==> src/rtl/core/rbtd_pkg.sv <==
// ----------------------------------------------------------------------------
// rbtd_pkg
// Types, constants and helper functions shared by the rtc time decode pipeline.
// ----------------------------------------------------------------------------
package rbtd_pkg;

    localparam logic [11:0] YEAR_BASE_LO = 12'd2000;
    localparam logic [11:0] YEAR_BASE_HI = 12'd2100;
    localparam logic [11:0] YEAR_2200    = 12'd2200;
    localparam logic [4:0]  Q100_BASE    = 5'd19;
    localparam logic [2:0]  Q400_BASE    = 3'd4;
    localparam logic [4:0]  MONTH_MAX    = 5'd12;
    localparam logic [4:0]  MONTH_MAR    = 5'd3;
    localparam logic [4:0]  HOUR_HALF    = 5'd12;
    localparam logic [4:0]  HOUR_FULL    = 5'd24;
    localparam logic [3:0]  WEEK_DAYS    = 4'd7;

    // input beat
    typedef struct packed {
        logic       transfer_ok;
        logic [7:0] seconds_reg;
        logic [7:0] minutes_reg;
        logic [7:0] hours_reg;
        logic [7:0] date_reg;
        logic [7:0] month_reg;
        logic [7:0] year_reg;
    } in_t;

    // result beat
    typedef struct packed {
        logic        valid_res;
        logic [6:0]  second;
        logic [6:0]  minute;
        logic [5:0]  hour;
        logic [5:0]  day;
        logic [4:0]  month;
        logic [11:0] year;
        logic [2:0]  weekday;
        logic        month_bad;
    } out_t;

    // after field decode
    typedef struct packed {
        logic        ok;
        logic [6:0]  second;
        logic [6:0]  minute;
        logic [5:0]  hour;
        logic [5:0]  day;
        logic [4:0]  month;
        logic [11:0] year;
        logic        month_bad;
    } dec_t;

    // after weekday sum
    typedef struct packed {
        dec_t        dec;
        logic [11:0] wd_sum;
    } sum_t;

    // two bcd digits to binary, digits above nine decoded arithmetically
    function automatic logic [7:0] bcd_decode(input logic [7:0] b);
        logic [7:0] tens;
        tens = {4'd0, b[7:4]};
        return 8'((tens << 3) + (tens << 1) + {4'd0, b[3:0]});
    endfunction

    // sakamoto month offsets, zero for months outside the calendar
    function automatic logic [2:0] month_offset(input logic [4:0] m);
        logic [2:0] r;
        unique case (m)
            5'd1:    r = 3'd0;
            5'd2:    r = 3'd3;
            5'd3:    r = 3'd2;
            5'd4:    r = 3'd5;
            5'd5:    r = 3'd0;
            5'd6:    r = 3'd3;
            5'd7:    r = 3'd5;
            5'd8:    r = 3'd1;
            5'd9:    r = 3'd4;
            5'd10:   r = 3'd6;
            5'd11:   r = 3'd2;
            5'd12:   r = 3'd4;
            default: r = 3'd0;
        endcase
        return r;
    endfunction

endpackage

==> src/rtl/core/rbtd_decode_stage.sv <==
// ----------------------------------------------------------------------------
// rbtd_decode_stage
// First pipeline stage: masks and bcd-decodes every register byte, folds the
// hours byte into 24-hour form and adds the century base to the year.
// ----------------------------------------------------------------------------
module rbtd_decode_stage
    import rbtd_pkg::*;
(
    input  logic aclk,
    input  logic aresetn,
    input  logic in_valid,
    output logic in_ready,
    input  in_t  in_data,
    output logic out_valid,
    input  logic out_ready,
    output dec_t out_data
);

    logic valid_reg, valid_next;
    dec_t data_reg, data_next;
    logic [7:0] h12_raw, h24_raw, yy;
    logic [4:0] h12_mod;
    logic [5:0] hour_sel;
    logic [4:0] mon;

    assign in_ready = !valid_reg || out_ready;

    always_comb begin
        h12_raw = bcd_decode({3'd0, in_data.hours_reg[4:0]});
        h24_raw = bcd_decode({2'd0, in_data.hours_reg[5:0]});
        // 12-hour value is at most 25, so two conditional subtracts cover mod 12
        if (h12_raw[4:0] >= HOUR_FULL) begin
            h12_mod = h12_raw[4:0] - HOUR_FULL;
        end else if (h12_raw[4:0] >= HOUR_HALF) begin
            h12_mod = h12_raw[4:0] - HOUR_HALF;
        end else begin
            h12_mod = h12_raw[4:0];
        end
        if (in_data.hours_reg[6]) begin
            hour_sel = {1'b0, h12_mod} + (in_data.hours_reg[5] ? {1'b0, HOUR_HALF} : 6'd0);
        end else begin
            hour_sel = h24_raw[5:0];
        end
        mon = 5'(bcd_decode({3'd0, in_data.month_reg[4:0]}));
        yy  = bcd_decode(in_data.year_reg);

        data_next.ok        = in_data.transfer_ok;
        data_next.second    = 7'(bcd_decode({1'b0, in_data.seconds_reg[6:0]}));
        data_next.minute    = 7'(bcd_decode({1'b0, in_data.minutes_reg[6:0]}));
        data_next.hour      = hour_sel;
        data_next.day       = 6'(bcd_decode({2'd0, in_data.date_reg[5:0]}));
        data_next.month     = mon;
        data_next.year      = {4'd0, yy} + (in_data.month_reg[7] ? YEAR_BASE_HI : YEAR_BASE_LO);
        data_next.month_bad = (mon == 5'd0) || (mon > MONTH_MAX);
    end

    assign valid_next = in_ready ? in_valid : valid_reg;

    always_ff @(posedge aclk) begin
        if (!aresetn) begin
            valid_reg <= 1'b0;
        end else begin
            valid_reg <= valid_next;
        end
    end

    always_ff @(posedge aclk) begin
        if (in_valid && in_ready) begin
            data_reg <= data_next;
        end
    end

    assign out_valid = valid_reg;
    assign out_data  = data_reg;

endmodule

==> src/rtl/core/rbtd_sum_stage.sv <==
// ----------------------------------------------------------------------------
// rbtd_sum_stage
// Second pipeline stage: forms the sakamoto weekday sum before reduction
// mod 7. Century terms come from compares, the year span being narrow.
// ----------------------------------------------------------------------------
module rbtd_sum_stage
    import rbtd_pkg::*;
(
    input  logic aclk,
    input  logic aresetn,
    input  logic in_valid,
    output logic in_ready,
    input  dec_t in_data,
    output logic out_valid,
    input  logic out_ready,
    output sum_t out_data
);

    logic valid_reg, valid_next;
    sum_t data_reg, data_next;
    logic        early;
    logic [11:0] y_adj;
    logic [4:0]  q100;
    logic [2:0]  q400;
    logic [12:0] acc;

    assign in_ready = !valid_reg || out_ready;

    always_comb begin
        // january and february count in the previous year
        early = in_data.month < MONTH_MAR;
        y_adj = in_data.year - {11'd0, early};
        // y_adj spans 1999..2265 here
        q100 = Q100_BASE + {4'd0, y_adj >= YEAR_BASE_LO} + {4'd0, y_adj >= YEAR_BASE_HI}
             + {4'd0, y_adj >= YEAR_2200};
        q400 = Q400_BASE + {2'd0, y_adj >= YEAR_BASE_LO};
        acc  = {1'b0, y_adj} + {3'd0, y_adj[11:2]} + {10'd0, q400}
             + {10'd0, month_offset(in_data.month)} + {7'd0, in_data.day}
             - {8'd0, q100};
        data_next.dec    = in_data;
        data_next.wd_sum = acc[11:0];
    end

    assign valid_next = in_ready ? in_valid : valid_reg;

    always_ff @(posedge aclk) begin
        if (!aresetn) begin
            valid_reg <= 1'b0;
        end else begin
            valid_reg <= valid_next;
        end
    end

    always_ff @(posedge aclk) begin
        if (in_valid && in_ready) begin
            data_reg <= data_next;
        end
    end

    assign out_valid = valid_reg;
    assign out_data  = data_reg;

endmodule

==> src/rtl/core/rbtd_out_stage.sv <==
// ----------------------------------------------------------------------------
// rbtd_out_stage
// Last pipeline stage: reduces the weekday sum mod 7 by octal digit folding
// and builds the result beat, zeroed for a failed transfer.
// ----------------------------------------------------------------------------
module rbtd_out_stage
    import rbtd_pkg::*;
(
    input  logic aclk,
    input  logic aresetn,
    input  logic in_valid,
    output logic in_ready,
    input  sum_t in_data,
    output logic out_valid,
    input  logic out_ready,
    output out_t out_data
);

    logic valid_reg, valid_next;
    out_t data_reg, data_next;
    logic [4:0] fold1;
    logic [3:0] fold2;
    logic [3:0] wd;

    assign in_ready = !valid_reg || out_ready;

    always_comb begin
        // 8 == 1 mod 7, so octal digits sum to the same residue
        fold1 = {2'd0, in_data.wd_sum[2:0]} + {2'd0, in_data.wd_sum[5:3]}
              + {2'd0, in_data.wd_sum[8:6]} + {2'd0, in_data.wd_sum[11:9]};
        fold2 = {2'd0, fold1[4:3]} + {1'b0, fold1[2:0]};
        wd    = (fold2 >= WEEK_DAYS) ? fold2 - WEEK_DAYS : fold2;

        if (in_data.dec.ok) begin
            data_next.valid_res = 1'b1;
            data_next.second    = in_data.dec.second;
            data_next.minute    = in_data.dec.minute;
            data_next.hour      = in_data.dec.hour;
            data_next.day       = in_data.dec.day;
            data_next.month     = in_data.dec.month;
            data_next.year      = in_data.dec.year;
            data_next.weekday   = in_data.dec.month_bad ? 3'd0 : wd[2:0];
            data_next.month_bad = in_data.dec.month_bad;
        end else begin
            data_next = '0;
        end
    end

    assign valid_next = in_ready ? in_valid : valid_reg;

    always_ff @(posedge aclk) begin
        if (!aresetn) begin
            valid_reg <= 1'b0;
        end else begin
            valid_reg <= valid_next;
        end
    end

    always_ff @(posedge aclk) begin
        if (in_valid && in_ready) begin
            data_reg <= data_next;
        end
    end

    assign out_valid = valid_reg;
    assign out_data  = data_reg;

endmodule

==> src/rtl/core/rtc_bcd_time_decode.sv <==
// ----------------------------------------------------------------------------
// rtc_bcd_time_decode
// Decodes one rtc register snapshot into calendar time with computed weekday.
//
//   channel  dir  handshake          payload
//   s_       in   s_valid/s_ready    s_data (in_t)  register snapshot
//   m_       out  m_valid/m_ready    m_data (out_t) decoded time
//
// Three register stages: decode, weekday sum, mod-7 fold and output.
// One beat is accepted every cycle when m_ready is high.
// Each stage holds its beat while the next one is full, so a stall backs up
// stage by stage and nothing is dropped or repeated.
// aresetn (synchronous) clears the stage valid bits only.
// ----------------------------------------------------------------------------
module rtc_bcd_time_decode
    import rbtd_pkg::*;
(
    input  logic aclk,
    input  logic aresetn,
    input  logic s_valid,
    output logic s_ready,
    input  in_t  s_data,
    output logic m_valid,
    input  logic m_ready,
    output out_t m_data
);

    logic dec_valid, dec_ready;
    dec_t dec_data;
    logic sum_valid, sum_ready;
    sum_t sum_data;

    rbtd_decode_stage u_decode (
        .aclk      (aclk),
        .aresetn   (aresetn),
        .in_valid  (s_valid),
        .in_ready  (s_ready),
        .in_data   (s_data),
        .out_valid (dec_valid),
        .out_ready (dec_ready),
        .out_data  (dec_data)
    );

    rbtd_sum_stage u_sum (
        .aclk      (aclk),
        .aresetn   (aresetn),
        .in_valid  (dec_valid),
        .in_ready  (dec_ready),
        .in_data   (dec_data),
        .out_valid (sum_valid),
        .out_ready (sum_ready),
        .out_data  (sum_data)
    );

    rbtd_out_stage u_out (
        .aclk      (aclk),
        .aresetn   (aresetn),
        .in_valid  (sum_valid),
        .in_ready  (sum_ready),
        .in_data   (sum_data),
        .out_valid (m_valid),
        .out_ready (m_ready),
        .out_data  (m_data)
    );

    a_reset_empty: assert property (@(posedge aclk) !aresetn |=> !m_valid)
        else $error("result valid right after reset");

    a_bad_month_weekday: assert property (@(posedge aclk) disable iff (!aresetn)
        m_valid && m_data.month_bad |-> m_data.weekday == 3'd0)
        else $error("weekday not zero for bad month");

    a_failed_zero: assert property (@(posedge aclk) disable iff (!aresetn)
        m_valid && !m_data.valid_res |-> m_data.year == 12'd0 && !m_data.month_bad)
        else $error("failed transfer result not cleared");

    a_year_range: assert property (@(posedge aclk) disable iff (!aresetn)
        m_valid && m_data.valid_res |-> m_data.year >= YEAR_BASE_LO)
        else $error("decoded year below century base");

    a_weekday_range: assert property (@(posedge aclk) disable iff (!aresetn)
        m_valid |-> m_data.weekday != 3'd7)
        else $error("weekday out of range");

    a_hold_ready: assert property (@(posedge aclk) disable iff (!aresetn)
        m_ready && !m_valid |-> s_ready)
        else $error("input stalled with empty output and sink ready");

endmodule
==> config.mk <==
export PLATFORM = sky130hd
export DESIGN_NAME = rtc_bcd_time_decode
export DESIGN_NICKNAME = d
export VERILOG_FILES = /design/src/rtl/core/rbtd_pkg.sv /design/src/rtl/core/rbtd_decode_stage.sv /design/src/rtl/core/rbtd_sum_stage.sv /design/src/rtl/core/rbtd_out_stage.sv /design/src/rtl/core/rtc_bcd_time_decode.sv
export SDC_FILE = /design/constraint.sdc
export NUM_CORES = 1
export LEC_CHECK = 0
export BUFFER_PORTS_ARGS = -buffer_cell sky130_fd_sc_hd__buf_2
export CORE_UTILIZATION = 35
export DETAILED_ROUTE_END_ITERATION = 8
export PLACE_DENSITY_LB_ADDON = 0.25
export SLEW_MARGIN = 20
export SYNTH_ARGS = -nofsm -noshare
export SYNTH_HDL_FRONTEND = slang
export SYNTH_HIERARCHICAL = 1
export SYNTH_SLANG_ARGS = --single-unit
==> constraint.sdc <==
create_clock -name aclk -period 9.05 [get_ports aclk]
set_input_delay 0 -clock aclk [delete_from_list [all_inputs] [get_ports aclk]]
set_output_delay 0 -clock aclk [all_outputs]
set_load 0.02 [all_outputs]
==> summary.md <==
## GRT
* pin count of the biggest net entering global routing: 58
* number of global-route vias before repair: 5027
* overall global routing resource usage: 0.130
* total grt overflow: 0
* wire length of the first global-routing pass: 24700 um
* antenna violations before repair: 0

## Finish
* post-route standard cell area excluding fillers: 10300 um2
* Final Net Count: 970
* fraction of final layout cells with drive strength greater than 1: 0.184
* Syn-to-layout area delta: 19.7%
* utilization of the core after routing: 0.432
* Antenna Cells: 0

## Yosys
* synthesized net count: 838
* sequential area share after synthesis: 0.533
* async set-reset flop share out of synthesis: 0
* commonest register cell after synthesis: sky130_fd_sc_hd__edfxtp_1
* multiplexer share of the synthesized area: 0.00599
* EDFF count, synth: 150
* simple-gate portion of the synthesized area: 0.0981
* Synth top cells by count: 150 x sky130_fd_sc_hd__edfxtp_1, 93 x sky130_fd_sc_hd__inv_1, 85 x sky130_fd_sc_hd__ha_1
* area of the mapped netlist: 8570 um2
* post-synthesis sequential element count: 153
* area share of the largest cell type after synthesis: 0.526
* share of synthesized cell area in full adder, half adder and majority cells: 0.192
* most repeated cell in the gate-level netlist after synthesis: sky130_fd_sc_hd__edfxtp_1
* synthesized-area fraction occupied by ao, oa, aoi and oai cells: 0.0796
* syn_area_per_cell: 12.8 um2
* count of cell types in the netlist: 67
* dominant combinational cell family by area after synthesis: adder cells
* xor-xnor portion of the synthesized cell area: 0.0407
* most area-consuming cells after synthesis: sky130_fd_sc_hd__edfxtp_1 53%, sky130_fd_sc_hd__ha_1 12%, sky130_fd_sc_hd__fa_1 6.8%
* count of synthesis-stage warnings from yosys: 6
* area leader, netlist: sky130_fd_sc_hd__edfxtp_1
* post-synthesis cell count: 671

## Worst setup path
* flop-to-flop setup slack: 1.53 ns
* largest incremental delay on the critical path: 0.57 ns
* worst flop-to-flop path endpoint: u_sum/out_data[10]$_DFFE_PP_
* Crit Reg-Reg Startpoint: u_decode/out_data[16]$_DFFE_PP_
* Max stage delay cell, worst path: sky130_fd_sc_hd__ha_1
* number of logic stages on the critical path including buffering: 26
* depth of the worst register-to-register path: 26
* kind of critical path: register to register
* CP bufs+invs: 5
* Critical Path Source Type: register
* arrival time of data at the critical path endpoint: 7.68 ns
* CP max FO: 17
* cell repeated most along the worst path: sky130_fd_sc_hd__ha_1
* Critical Path End Type: register
* Top Family by Delay on Critical Path: adder cells
* required time of the worst setup path: 9.22 ns

## CTS
* number of levels the H-tree was split into: 4
* Worst-Skew Late Latency: 0.43 ns
* root buffer selected by CTS: sky130_fd_sc_hd__clkbuf_16
* number of buffers added by the clock tree synthesis step: 17
* clock slew at the register clock pins of the worst setup and hold paths: 0.07 ns
* Setup Fix Bufs, Post-CTS: 0
* maximum clock path buffer count: 2
* total clock sinks: 153
* CTS tree: yes

## Power and ir drop
* total power divided by cell area: 308 nW/um2
* fraction of power spent switching nets: 0.370
* combinational group share of total power: 0.485
* standby leakage power: 4.32 nW
* power share of the sequential group: 0.303
* clock network power share: 0.212
* worst IR drop on VDD: 431 uV
* Final Total Pwr: 3.16 mW
* switching power summed over all nets: 1.17 mW
* internal power: 1.99 mW

## Timing
* count of endpoints failing hold in the final timing report: 0
* post-route minimum period: 7.52 ns
* measured slew at the worst slew-check pin: 0.755 ns
* RSZ-0062 raised after global routing: false
* final setup vio count: 0
* Setup Skew: 0.00970 ns
* worst slew margin relative to its limit: 0.497
* final sum of negative setup slack: 0 ns
* Max Slew Vio Count: 0
* Fmax: 133 MHz
* share of the cycle needed by the critical path after routing: 0.831

## Route
* remaining antenna violation count after routing: 0
* number of DRC violations after detailed routing: 0
* Detailed Route Iter0 Violations: 253
* average wire length per cell after detail routing: 13.1 um
* vias: 5171
* number of optimization iterations in the first detailed-route pass: 4
* final wirelength: 14800 um
* Avg Vias per Cell: 4.56

## Place
* area after detailed placement: 9400 um2
* quantity of I/O buffers inserted on ports: 95
* half-perimeter wire length of the detailed placement result: 10700 um
* global placer's final weighted congestion: 0.795

## Flow run
* maxcap violations: 0

## Floorplanning
* Die Area: 25100 um2
* Initial Utilization: 0.361
* number of top-level pins: 103
* die height: 158 um
* area of the core: 23800 um2
* Core Rows: 56
* die boundary width: 158 um

## Hold path
* worst hold path type: input port to register
* worst hold start: s_data[42]
* end of the worst hold path: u_decode/out_data[39]$_DFFE_PP_
* Worst Hold Depth: 3

## Status
* run status: finished clean

stage by stage:
step	cells	hold WS (ns)	setup WS (ns)
global placement	1073	0.189	1.65
finish	1135	0.0157	1.53
floorplan	671	0.0989	2.31
CTS	1135	0.00357	1.48
global route	1135	0.0207	0.888
detailed placement	1073	0.189	1.51
worst max path at each step:
| stage | from | end | slack (ns) |
|---|---|---|---|
| finish | u_decode/out_data[16]$_DFFE_PP_ | u_sum/out_data[10]$_DFFE_PP_ | 1.53 |
| global route | u_decode/out_data[16]$_DFFE_PP_ | u_sum/out_data[10]$_DFFE_PP_ | 0.89 |
| CTS | u_decode/out_data[16]$_DFFE_PP_ | u_sum/out_data[10]$_DFFE_PP_ | 1.48 |
| detailed placement | u_decode/out_data[16]$_DFFE_PP_ | u_sum/out_data[10]$_DFFE_PP_ | 1.51 |
| global placement | u_decode/out_data[16]$_DFFE_PP_ | u_sum/out_data[10]$_DFFE_PP_ | 1.65 |
| floorplan | u_decode/out_data[16]$_DFFE_PP_ | u_sum/out_data[10]$_DFFE_PP_ | 2.31 |
cell usage in the layout, fill, tap and decap left out, types with 4 or more instances in the layout:
| cell type | n |
|---|---|
| sky130_fd_sc_hd__buf_4 | 4 |
| sky130_fd_sc_hd__nor2_1 | 31 |
| sky130_fd_sc_hd__and2_1 | 46 |
| sky130_fd_sc_hd__nand3_1 | 5 |
| sky130_fd_sc_hd__nand2_1 | 16 |
| sky130_fd_sc_hd__clkbuf_16 | 17 |
| sky130_fd_sc_hd__dlygate4sd3_1 | 30 |
| sky130_fd_sc_hd__a21o_1 | 11 |
| sky130_fd_sc_hd__a21boi_0 | 6 |
| sky130_fd_sc_hd__edfxtp_1 | 150 |
| sky130_fd_sc_hd__ha_1 | 85 |
| sky130_fd_sc_hd__nor2b_1 | 10 |
| sky130_fd_sc_hd__and3_1 | 5 |
| sky130_fd_sc_hd__clkinv_4 | 5 |
| sky130_fd_sc_hd__a21oi_1 | 21 |
| sky130_fd_sc_hd__o22ai_1 | 4 |
| sky130_fd_sc_hd__xnor2_1 | 26 |
| sky130_fd_sc_hd__nand2b_1 | 7 |
| sky130_fd_sc_hd__inv_1 | 93 |
| sky130_fd_sc_hd__fa_1 | 29 |
| sky130_fd_sc_hd__o21ai_0 | 14 |
| sky130_fd_sc_hd__o211ai_1 | 4 |
| sky130_fd_sc_hd__buf_2 | 95 |
| sky130_fd_sc_hd__mux2i_1 | 4 |
| sky130_fd_sc_hd__nor3_1 | 9 |
| sky130_fd_sc_hd__xor2_1 | 12 |
flip-flops by register name, indices dropped and copies added, names as in the netlist:
signal and count:
u_decode/out_data 45, u_decode/out_valid 1, u_sum/out_data 57, u_out/out_data 48
u_sum/out_valid 1, u_out/out_valid 1
area by class of cell:
cell class | count | area [um2]
clock buffers | 17 | 425
clock inverters | 15 | 136
fillers | 2217 | 13500
inverters | 95 | 357
multi-input cells | 407 | 3570
flip-flops and latches | 153 | 4560
well taps | 319 | 399
repair buffers | 129 | 806
cells by family (layout without fill, tap and decap cells):
family	Yosys count	after routing
simple gates	151	151
compound gates	98	98
flops	153	153
mux	5	5
fa+ha+maj	114	114
buf+inv	111	256
xor+xnor	39	39
worst min-delay path, delay by kind of cell:
family | cells | cell delay (ns)
fa+ha+maj | 2 | 0.26
buf+inv | 1 | 0.08
power by group through the flow:
stage | Combinational, mW | Sequential (mW) | Clock (mW)
5_1_grt | 1.78 | 0.967 | 0.714
2_1_floorplan | 1.22 | 0.966 | 0
3_3_place_gp | 1.52 | 0.972 | 0
6_report | 1.53 | 0.957 | 0.670
4_1_cts | 1.56 | 0.959 | 0.689
3_5_place_dp | 1.53 | 0.973 | 0
per-layer routing:
layer | routed length (um) | up-vias | global-route usage
met4 | 280 | 0 | 0.0540
met5 | 0 | - | 0
met3 | 563 | 19 | 0.0329
met1 | 7230 | 2436 | 0.164
met2 | 6780 | 95 | 0.213
li1 | - | 2621 | -
repair_timing:
action / 4_1_cts / 5_1_grt
hold buffers: 30 / 0
gates resized for setup: 0 / 0
endpoints found under the hold margin: 28 / 0
Power figures use the tool's default switching activity.
